[src/design/oocp_pkg.sv]
// Package for the operation overlap cycle profiler: types, codes and constants.
package oocp_pkg;

  localparam int unsigned DefMaxOps     = 8;
  localparam int unsigned DefMaxRecords = 16;
  localparam int unsigned KindCount     = 6;
  localparam logic [31:0] AllOnes       = 32'hFFFF_FFFF;
  localparam logic [7:0]  NoSlot        = 8'd255;

  typedef enum logic [2:0] {
    CmdStartOp    = 3'd0,
    CmdCompleteOp = 3'd1,
    CmdCancelOp   = 3'd2,
    CmdStartCyc   = 3'd3,
    CmdCompleteCyc = 3'd4,
    CmdScan       = 3'd5,
    CmdClear      = 3'd6,
    CmdRead       = 3'd7
  } cmd_e;

  typedef enum logic [1:0] {
    RunIdle   = 2'd0,
    RunActive = 2'd1,
    RunDone   = 2'd2,
    RunCancel = 2'd3
  } run_e;

  typedef enum logic [2:0] {
    StIdle,
    StExec,
    StScan,
    StCatSum,
    StFinish,
    StCount,
    StOut
  } state_e;

  function automatic logic pair_allowed(logic [2:0] a, logic [2:0] b);
    logic [2:0] lo, hi;
    lo = (a < b) ? a : b;
    hi = (a < b) ? b : a;
    return (lo == 3'd0 && hi == 3'd1) || (lo == 3'd4 && hi == 3'd5) ||
           (lo == 3'd0 && hi == 3'd5);
  endfunction

endpackage

[src/design/op_overlap_cycle_profiler_unit.sv]
// Top level of the operation overlap cycle profiler.
//
// One command enters on the input channel (command_i and its operands,
// valid_i/ready_o); one result leaves on the output channel (valid_o/ready_i).
// Commands are taken one at a time: ready_o is high only while the sequencer
// is idle and no result is pending.
// The steps, with U the slots in use (at most MAX_OPS): an execute step,
// then a walk over the U used slots with a shared compare/add unit to count
// running slots, then an output step. An overlap scan first walks slot pairs
// i<j, one per cycle; an accepted complete cycle adds the six category sums
// one per cycle and then closes the cycle record before the walk.
// The next command is taken only once the sequencer is back in idle after
// the result leaves, so a new command waits until the last is through.
// The result is held in an output register until ready_i is seen; the block
// takes no new command while it waits.
// Reset (and the clear command) returns all counters to zero, best to all
// ones. Ring entries need no clearing: a read beyond the fill count returns
// zeros.
module op_overlap_cycle_profiler_unit #(
  parameter int unsigned MAX_OPS     = oocp_pkg::DefMaxOps,
  parameter int unsigned MAX_RECORDS = oocp_pkg::DefMaxRecords
) (
  input  logic        clk_i,
  input  logic        rst_ni,
  input  logic        valid_i,
  output logic        ready_o,
  input  logic [2:0]  command_i,
  input  logic [2:0]  op_kind_i,
  input  logic [7:0]  slot_select_i,
  input  logic [15:0] cycle_label_i,
  input  logic [7:0]  record_select_i,
  input  logic [31:0] now_ms_i,
  output logic        valid_o,
  input  logic        ready_i,
  output logic        ok_o,
  output logic [7:0]  slot_given_o,
  output logic [15:0] record_cycle_label_o,
  output logic [31:0] record_total_ms_o,
  output logic [31:0] record_saved_ms_o,
  output logic [6:0]  running_count_o,
  output logic [6:0]  record_count_o,
  output logic [15:0] cycles_done_o,
  output logic [31:0] overlap_total_ms_o,
  output logic [31:0] best_ms_o,
  output logic [31:0] worst_ms_o,
  output logic [31:0] cycle_sum_ms_o
);
  import oocp_pkg::*;

  localparam int unsigned SW = (MAX_OPS > 1) ? $clog2(MAX_OPS) : 1;
  localparam int unsigned UW = $clog2(MAX_OPS + 1);
  localparam int unsigned RW = (MAX_RECORDS > 1) ? $clog2(MAX_RECORDS) : 1;
  localparam int unsigned FW = $clog2(MAX_RECORDS + 1);

  state_e state_q, state_d;

  logic [2:0]  kind_q [MAX_OPS];
  run_e        run_q  [MAX_OPS];
  logic [31:0] start_q [MAX_OPS];
  logic        mark_q [MAX_OPS];
  logic [UW-1:0] used_q;
  logic [31:0] cat_q [KindCount];
  logic [31:0] saved_q;
  logic [15:0] cur_label_q;
  logic        open_q;
  logic [RW-1:0] wpos_q;
  logic [FW-1:0] fill_q;
  logic [31:0] ovl_q, best_q, worst_q, tsum_q;
  logic [15:0] done_q;

  logic [15:0] ring_label [MAX_RECORDS];
  logic [31:0] ring_total [MAX_RECORDS];
  logic [31:0] ring_saved [MAX_RECORDS];

  // latched command
  cmd_e        cmd_q;
  logic [2:0]  okind_q;
  logic [7:0]  sel_q, rsel_q;
  logic [15:0] clabel_q;
  logic [31:0] now_q;

  // sequencer counters and the shared accumulator
  logic [SW:0] i_q, j_q;
  logic [2:0]  k_q;
  logic [31:0] acc_q;
  logic [6:0]  cnt_q;

  logic        res_ok_q;
  logic [7:0]  res_given_q;
  logic [15:0] res_rl_q;
  logic [31:0] res_rt_q, res_rs_q;

  logic accept;
  assign ready_o = (state_q == StIdle);
  assign accept  = valid_i & ready_o;

  logic [SW-1:0] sel_idx;
  logic          sel_ok;
  assign sel_idx = sel_q[SW-1:0];
  assign sel_ok  = ({24'd0, sel_q} < 32'(used_q)) && (run_q[sel_idx] == RunActive);

  logic [31:0] dur;
  assign dur = now_q - start_q[sel_idx];

  logic [SW-1:0] ii, jj;
  assign ii = i_q[SW-1:0];
  assign jj = j_q[SW-1:0];

  logic rd_ok;
  assign rd_ok = ({24'd0, rsel_q} < 32'(fill_q));

  always_comb begin
    state_d = state_q;
    case (state_q)
      StIdle:   if (accept) state_d = StExec;
      StExec: begin
        case (cmd_q)
          CmdScan: state_d = StScan;
          CmdCompleteCyc: state_d = open_q ? StCatSum : StCount;
          default: state_d = StCount;
        endcase
      end
      StScan:   if (32'(i_q) >= 32'(used_q)) state_d = StCount;
      StCatSum: if (32'(k_q) == KindCount - 1) state_d = StFinish;
      StFinish: state_d = StCount;
      StCount:  if (32'(i_q) >= 32'(used_q)) state_d = StOut;
      StOut:    if (ready_i) state_d = StIdle;
      default:  state_d = StIdle;
    endcase
  end

  assign valid_o = (state_q == StOut);

  always_ff @(posedge clk_i) begin
    if (accept) begin
      cmd_q    <= cmd_e'(command_i);
      okind_q  <= op_kind_i;
      sel_q    <= slot_select_i;
      rsel_q   <= record_select_i;
      clabel_q <= cycle_label_i;
      now_q    <= now_ms_i;
    end
    if (state_q == StExec && cmd_q == CmdStartOp && 32'(used_q) < MAX_OPS)
      start_q[used_q[SW-1:0]] <= now_q;
    if (state_q == StFinish) begin
      ring_label[wpos_q] <= cur_label_q;
      ring_total[wpos_q] <= acc_q - saved_q;
      ring_saved[wpos_q] <= saved_q;
    end
    if (state_q == StExec) begin
      res_rl_q <= 16'd0;
      res_rt_q <= 32'd0;
      res_rs_q <= 32'd0;
      if (cmd_q == CmdRead && rd_ok) begin
        res_rl_q <= ring_label[rsel_q[RW-1:0]];
        res_rt_q <= ring_total[rsel_q[RW-1:0]];
        res_rs_q <= ring_saved[rsel_q[RW-1:0]];
      end
    end
  end

  always_ff @(posedge clk_i or negedge rst_ni) begin
    if (!rst_ni) begin
      state_q <= StIdle;
      for (int n = 0; n < MAX_OPS; n++) begin
        kind_q[n] <= 3'd0;
        run_q[n]  <= RunIdle;
        mark_q[n] <= 1'b0;
      end
      for (int n = 0; n < KindCount; n++) cat_q[n] <= 32'd0;
      used_q <= '0; saved_q <= 32'd0; cur_label_q <= 16'd0; open_q <= 1'b0;
      wpos_q <= '0; fill_q <= '0; ovl_q <= 32'd0; best_q <= AllOnes;
      worst_q <= 32'd0; tsum_q <= 32'd0; done_q <= 16'd0;
      i_q <= '0; j_q <= '0; k_q <= 3'd0; acc_q <= 32'd0; cnt_q <= 7'd0;
      res_ok_q <= 1'b0; res_given_q <= NoSlot;
    end else begin
      state_q <= state_d;
      case (state_q)
        StExec: begin
          i_q <= '0; j_q <= {{SW{1'b0}}, 1'b1}; k_q <= 3'd0; acc_q <= 32'd0;
          cnt_q <= 7'd0;
          res_ok_q <= 1'b1; res_given_q <= NoSlot;
          case (cmd_q)
            CmdStartOp: begin
              if (32'(used_q) < MAX_OPS) begin
                kind_q[used_q[SW-1:0]] <= okind_q;
                run_q[used_q[SW-1:0]]  <= RunActive;
                mark_q[used_q[SW-1:0]] <= 1'b0;
                res_given_q <= 8'(used_q);
                used_q <= used_q + 1'b1;
              end else res_ok_q <= 1'b0;
            end
            CmdCompleteOp: begin
              if (sel_ok) begin
                run_q[sel_idx] <= RunDone;
                if (open_q && kind_q[sel_idx] < 3'(KindCount))
                  cat_q[kind_q[sel_idx]] <= cat_q[kind_q[sel_idx]] + dur;
                if (mark_q[sel_idx]) begin
                  ovl_q <= ovl_q + dur;
                  if (open_q) saved_q <= saved_q + dur;
                end
              end else res_ok_q <= 1'b0;
            end
            CmdCancelOp: begin
              if (sel_ok) run_q[sel_idx] <= RunCancel;
              else res_ok_q <= 1'b0;
            end
            CmdStartCyc: begin
              if (!open_q) begin
                for (int n = 0; n < KindCount; n++) cat_q[n] <= 32'd0;
                saved_q <= 32'd0; cur_label_q <= clabel_q;
                open_q <= 1'b1; used_q <= '0;
              end else res_ok_q <= 1'b0;
            end
            CmdCompleteCyc: if (!open_q) res_ok_q <= 1'b0;
            CmdClear: begin
              for (int n = 0; n < MAX_OPS; n++) begin
                kind_q[n] <= 3'd0; run_q[n] <= RunIdle; mark_q[n] <= 1'b0;
              end
              for (int n = 0; n < KindCount; n++) cat_q[n] <= 32'd0;
              used_q <= '0; saved_q <= 32'd0; cur_label_q <= 16'd0; open_q <= 1'b0;
              wpos_q <= '0; fill_q <= '0; ovl_q <= 32'd0; best_q <= AllOnes;
              worst_q <= 32'd0; tsum_q <= 32'd0; done_q <= 16'd0;
            end
            CmdRead: res_ok_q <= rd_ok;
            default: ;
          endcase
        end
        StScan: begin
          // walk pairs i<j, one compare per cycle
          if (32'(i_q) < 32'(used_q)) begin
            if (32'(j_q) < 32'(used_q)) begin
              if (run_q[ii] == RunActive && run_q[jj] == RunActive &&
                  pair_allowed(kind_q[ii], kind_q[jj])) begin
                mark_q[ii] <= 1'b1;
                mark_q[jj] <= 1'b1;
              end
              j_q <= j_q + 1'b1;
            end else begin
              i_q <= i_q + 1'b1;
              j_q <= i_q + 2'd2;
            end
          end else i_q <= '0;
        end
        StCatSum: begin
          acc_q <= acc_q + cat_q[k_q];
          k_q <= k_q + 1'b1;
        end
        StFinish: begin
          open_q <= 1'b0;
          wpos_q <= (32'(wpos_q) == MAX_RECORDS - 1) ? '0 : wpos_q + 1'b1;
          if (32'(fill_q) < MAX_RECORDS) fill_q <= fill_q + 1'b1;
          done_q <= done_q + 16'd1;
          tsum_q <= tsum_q + (acc_q - saved_q);
          if ((acc_q - saved_q) < best_q) best_q <= acc_q - saved_q;
          if ((acc_q - saved_q) > worst_q) worst_q <= acc_q - saved_q;
        end
        StCount: begin
          if (32'(i_q) < 32'(used_q)) begin
            if (run_q[ii] == RunActive) cnt_q <= cnt_q + 7'd1;
            i_q <= i_q + 1'b1;
          end
        end
        default: ;
      endcase
    end
  end

  assign ok_o                 = res_ok_q;
  assign slot_given_o         = res_given_q;
  assign record_cycle_label_o = res_rl_q;
  assign record_total_ms_o    = res_rt_q;
  assign record_saved_ms_o    = res_rs_q;
  assign running_count_o      = cnt_q;
  assign record_count_o       = 7'(fill_q);
  assign cycles_done_o        = done_q;
  assign overlap_total_ms_o   = ovl_q;
  assign best_ms_o            = best_q;
  assign worst_ms_o           = worst_q;
  assign cycle_sum_ms_o       = tsum_q;

endmodule

[config.mk]
export PLATFORM = sky130hd
export DESIGN_NAME = op_overlap_cycle_profiler_unit
export DESIGN_NICKNAME = d
export VERILOG_FILES = /design/src/design/oocp_pkg.sv /design/src/design/op_overlap_cycle_profiler_unit.sv
export SDC_FILE = /design/constraint.sdc
export NUM_CORES = 2
export LEC_CHECK = 0
export BUFFER_PORTS_ARGS = -buffer_cell sky130_fd_sc_hd__buf_2
export CAP_MARGIN = 20
export CORE_UTILIZATION = 35
export DETAILED_ROUTE_END_ITERATION = 8
export HOLD_SLACK_MARGIN = 0.06
export PLACE_DENSITY = 0.62
export SLEW_MARGIN = 15
export SYNTH_ARGS = -nofsm -noshare
export SYNTH_HDL_FRONTEND = slang
export SYNTH_SLANG_ARGS = --single-unit
[constraint.sdc]
create_clock -name clk_i -period 10.1 [get_ports clk_i]
set_input_delay 1.515 -clock clk_i [delete_from_list [all_inputs] [get_ports clk_i]]
set_output_delay 1.515 -clock clk_i [all_outputs]
set_load 0.02 [all_outputs]
### Word-level counts from Yosys, hierarchy flattened

Memory sizes are Yosys's and may differ from the RTL's. A register that Yosys moved wholly into a read port is not among the register bits.
Cells that the tools add are included.
Widths: inputs -> output; s select.

| operators by class | value |
|---|---|
| $add $sub $neg | 16 |
| $lt $le $gt $ge | 22 |
| eq/ne operators | 46 |
| multiplexer cells | 123 |
| bitwise operators | 18 |
| reductions and logical operators | 52 |

Operator list:

| kind | count |
|---|---|
| $mux 192 | 3 |
| $pmux 192 s3 | 1 |
| $mux 32 | 15 |
| $pmux 32 s2 | 5 |
| $bmux 32 s3 | 2 |
| $bwmux 192 | 1 |
| $add 32x32->32 | 5 |
| $demux 32 s3 | 1 |
| $pmux 32 s3 | 1 |
| $mux 16 | 5 |
| $pmux 16 s2 | 2 |
| $pmux 16 s4 | 1 |
| $sub 32x32->32 | 2 |
| $mux 3 | 16 |
| $mux 8 | 6 |
| $pmux 24 s2 | 1 |
| $mux 4 | 9 |
| $gt 32x32->1 | 1 |
| $lt 32x32->1 | 1 |
| $or 8x8->8 | 4 |
| $pmux 8 s2 | 2 |
| $eq 3x3->1 const B | 10 |
| $ne 2x2->1 const B | 14 |
| $bmux 3 s3 | 3 |
| other kinds (61) | 166 |

| storage, ports and cells | value |
|---|---|
| register bits | 578 |
| RAM bits | 1536 |
| bits of input ports | 74 |
| output and inout bits | 249 |
| memories | 4 |

Memory list:

| memory | depth | width | read ports | clocked after memory_dff | wr ports | line | source |
|---|---|---|---|---|---|---|---|
| ring_saved | 16 | 32 | 1 | 1 | 1 | op_overlap_cycle_profiler_unit.sv:73 | `logic [31:0] ring_saved [MAX_RECORDS];` |
| ring_total | 16 | 32 | 1 | 1 | 1 | op_overlap_cycle_profiler_unit.sv:72 | `logic [31:0] ring_total [MAX_RECORDS];` |
| ring_label | 16 | 16 | 1 | 1 | 1 | op_overlap_cycle_profiler_unit.sv:71 | `logic [15:0] ring_label [MAX_RECORDS];` |
| start_q | 8 | 32 | 1 | 1 | 1 | op_overlap_cycle_profiler_unit.sv:59 | `logic [31:0] start_q [MAX_OPS];` |

### Logic depth before layout (Yosys ltp)

| logic depth | value |
|---|---|
| word-level depth | 15 |
| gate-level depth with buffers | 28 |
| mapped depth without buffers | 26 |

### Least setup slack after synthesis

OpenSTA, ideal clock, no wires.

| timing path | value |
|---|---|
| path kind | register to register |
| from | reg state_q[2] |
| to | mem ring_label[7][0] (enable) |
| setup time | 616 ps |
| arrival | 6853 ps |
| path slack | 2631 ps |
| cell stages (with the launch flop) | 7 |
| buffers on the path | 4 |
| period minus slack after synthesis | 7469 ps |
| cells stage by stage | dfrtp_1 > clkbuf_1 > nand3_1 > clkbuf_1 > clkbuf_1 > clkbuf_1 > nor3_1 |

| on the way | value |
|---|---|
| word-level cells in the longest chain between the ends | 3 |

Ends and longest elaborated chain:

| what | line | source |
|---|---|---|
| start: declaration | op_overlap_cycle_profiler_unit.sv:55 | `state_e state_q, state_d;` |
| start signal: assignment | op_overlap_cycle_profiler_unit.sv:164 | `state_q <= StIdle;` |
| start signal: assignment | op_overlap_cycle_profiler_unit.sv:177 | `state_q <= state_d;` |
| $eq 3x3->1 | op_overlap_cycle_profiler_unit.sv:145 | `if (state_q == StFinish) begin` |
| $mux 1 | op_overlap_cycle_profiler_unit.sv:145 |  |
| $mux 1 (implied by the code) | op_overlap_cycle_profiler_unit.sv:146 | `ring_label[wpos_q] <= cur_label_q;` |
| end: declaration | op_overlap_cycle_profiler_unit.sv:71 |  |

Every way passes these cells.

==> implementation parameters <==
Parameter                              Value

Final layout
  Final #Nets    7308
  Total area of multi-input combinational cells    0.0340 mm^2
  Post-route insts no fill    10842
  Area of all sequential standard cells    0.0634 mm^2
  Area growth from synthesis to final layout    13.7%
  Final design instance area without fill    0.113 mm^2
  Fillers    25680
  Share of cells above drive strength 1    20.7%

Die
  Area enclosed by the die boundary    0.286 mm^2
  Chip height    535 um
  Placement row count    195
  Overall die width    535 um
  Top-level port count    323
  Core outline area    0.282 mm^2
  Initial cell density of the core    35.2%

Timing
  Worst clock skew    119 ps
  RSZ-0062 raised after global routing    no
  Worst-margin pin slew    1210 ps
  Final max-slew violation count    0
  Slack of the critical path    ~2700 ps
  Fin. Hold Viols    0
  Share of the clock period used by the worst path after layout    around 74%
  Final setup violation count    0
  Post-route minimum period    between 7000 and 8000 ps
  Normalized max-slew margin    19.5%
  Achievable frequency    roughly 130 MHz
  Final sum of negative setup slack    0 ps

Drt
  DRC violations left    0
  Total iterations of the first detailed-routing run    8
  Wire length per cell after detailed routing    between 20 and 30 um
  Total length of routed met3 wires    21000 um
  Initial drt markers    6641
  Number of nets still failing antenna checks after routing    0
  Via count    61476
  Met2 Routed Length    136000 um
  Met1 layer wirelength in the final routing    approximately 120000 um
  Mean number of vias per cell    5.67
  Wirelength, routed    286000 um
  Highest Signal Layer    met4

Critical path
  Arr. time, crit path    between 8000 and 9000 ps
  Crit path launch type    register
  Element type at the critical path end    register
  Critical setup path kind    register to register
  Data required time at the worst endpoint    ~11000 ps
  Maximum net fanout on the critical path    37

Global route
  Global route overflow    0
  Wire length of the first global-routing pass    416000 um
  Vias in the first global route    60877
  Maximum number of pins on one net before global-route repair    around 100
  Antenna violations before repair    11
  Global-route usage over all layers    19.6%

Clocking
  Clock sink count    2193
  H-tree levels    4
  CTS clk-pin slew, worst paths    60 ps
  Bufs on Longest Clock Path    4
  Buffer cell driving the clock tree root    clkbuf_16
  Clock tree from TritonCTS    built
  Number of cells upsized or downsized after cts    0
  TritonCTS buffer count    225
  Number of hold buffers added after CTS    0
  Clk Latency, worst-skew pair    920 ps
  Number of buffers inserted to repair setup after CTS    0

Logic synthesis
  Primary flip-flop cell chosen by synthesis mapping    edfxtp_1
  Cell Area, Synth    0.0993 mm^2
  Count leader, synth    edfxtp_1
  Cell types with the largest area share after synthesis    edfxtp_1, dfrtp_1, mux4_2
  Fraction of synthesis flops using an asynchronous set or reset pin    between 20% and 30%
  Synthesized instance count    ~6600
  Top post-synthesis cells by count    edfxtp_1, mux4_2, dfrtp_1
  Portion of the post-synthesis area used by sequential elements    63.8%
  Unique masters post-synth    97
  Dominant cell type by area after synthesis    edfxtp_1
  Total of flip-flops plus latches after synthesis    2193
  Number of warnings issued by yosys    0
  Post-synth EDFFs    1686
  Fraction of post-synthesis cell area in the top cell type by area    51.0%
  Per-instance average area after synthesis    15.1 um^2

Power and ir drop
  Total power consumption of the routed design    31.8 mW
  Pwr per Cell Area    282 mW/mm^2
  Worst ir drop on vdd    176 uV
  Pleak    41.6 nW

Placed design
  Total placed instance area    around 0.11 mm^2
  Routability-driven placement congestion ratio    approximately 0.9
  Port Buffers    between 300 and 400
  Cell count after placement    about 10000
  HPWL after detailed placement    ~180000 um
  Setup WS pre-CTS    2760 ps

Min path
  Worst hold path type    register to register

Run status
  Outcome    complete, no violations

Run
  # Max-Cap Violations    0
-- metal layers --
| layer | vias to the layer above | GRT usage, % |
|---|---|---|
| li1 | 26478 | - |
| met1 | 31906 | 26.4 |
| met2 | 2601 | 32.0 |
| met3 | 491 | 3.37 |
| met4 | 0 | 6.70 |
| met5 | - | 0 |
-- report_power, final --
group	internal, mW	switching [mW]	total, mW
Combinational	3.63	7.12	10.8
Clock	4.71	3.54	8.25
Sequential	11.7	1.09	12.8
-- registers in the layout (all words and copies together), names as in the netlist, 24 cells and up, named ones only --
signal,flops
ring_saved,512
ring_total,512
ring_label,256
start_q,256
cat_q,192
acc_q,32
best_ms_o,32
cycle_sum_ms_o,32
now_q,32
overlap_total_ms_o,32
record_saved_ms_o,32
record_total_ms_o,32
saved_q,32
worst_ms_o,32
kind_q,24
-- cell type report --
cell class                      instances  share of cell area [%]
Timing Repair Buffer                  459                    2.39
Sequential cell                      2193                    56.2
Clock inverter                        127                   0.990
Antenna cell                            5                  0.0111
Tap cell                             3743                    4.15
Clock buffer                          281                    5.41
Inverter                              239                   0.800
Multi-Input combinational cell       3795                    30.1
-- worst paths after layout --
check | start | endpoint | slack, ps | depth (start not counted)
setup / recovery | register | cat_q[125] | 2670 | 23
hold / removal | clabel_q[0] | cur_label_q[0] | 480 | 2
setup reg to reg | register | cat_q[125] | 2670 | 23
hold reg to reg | clabel_q[0] | cur_label_q[0] | 480 | 2
max in group asynchronous | rst_ni | saved_q[0] | 7150 | 3
min in group asynchronous | rst_ni | overlap_total_ms_o[14] | 560 | 1
-- cell families (layout without fill, tap and decap cells) --
logic type / count (synthesis) / in the layout / synth area share, %
XOR/XNOR: 194 / 194 / 1.73
AND/OR/NAND/NOR: 1270 / 1270 / 6.10
buffers and inverters: 575 / 1106 / 2.30
adder cells (fa/ha/maj): 321 / 321 / 4.10
flip-flops: 2193 / 2193 / 63.8
other: 1 / 7 / 0.00378
AO/OA/AOI/OAI: 1391 / 1391 / 9.33
multiplexers: 617 / 617 / 12.6
-- stage by stage --
stage,hold slack (ps),util (%)
3_5_place_dp,464,37.4
4_1_cts,484,40.0
3_3_place_gp,468,37.4
5_1_grt,508,40.0
2_1_floorplan,443,-
6_report,482,40.0
-- cell usage in the layout (no fill, tap or decap), drive strengths merged, types with 113 or more instances in the layout --
cell type  synthesis  routed
a21o             124     124
xnor2            113     113
dfrtp            468     468
o21ai            348     348
nand3            135     135
and3             119     119
inv              238     244
nor2             299     299
ha               314     314
nand2            395     395
edfxtp          1686    1686
a22o             178     178
clkbuf           215     281
mux4             507     507
buf              121     459
a21oi            259     259
-- critical path, stage by stage, from the launching register on --
cell	delay (ps)
dfxtp_4	700
buf_4	700
mux4_2	590
mux2i_1	180
ha_1	330
a21o_1	190
a21o_1	170
a21oi_1	180
a21boi_0	110
a311oi_1	480
nor2b_1	120
o21ai_0	240
nand2b_1	90
a21oi_1	190
xnor2_1	350
ha_1	420
a211oi_1	260
o21ai_0	170
a41oi_1	370
o31ai_2	180
a31oi_1	310
o21ai_1	140
xnor2_1	530
o21ai_0	190
Note: power is estimated with default switching activity, not from simulation.
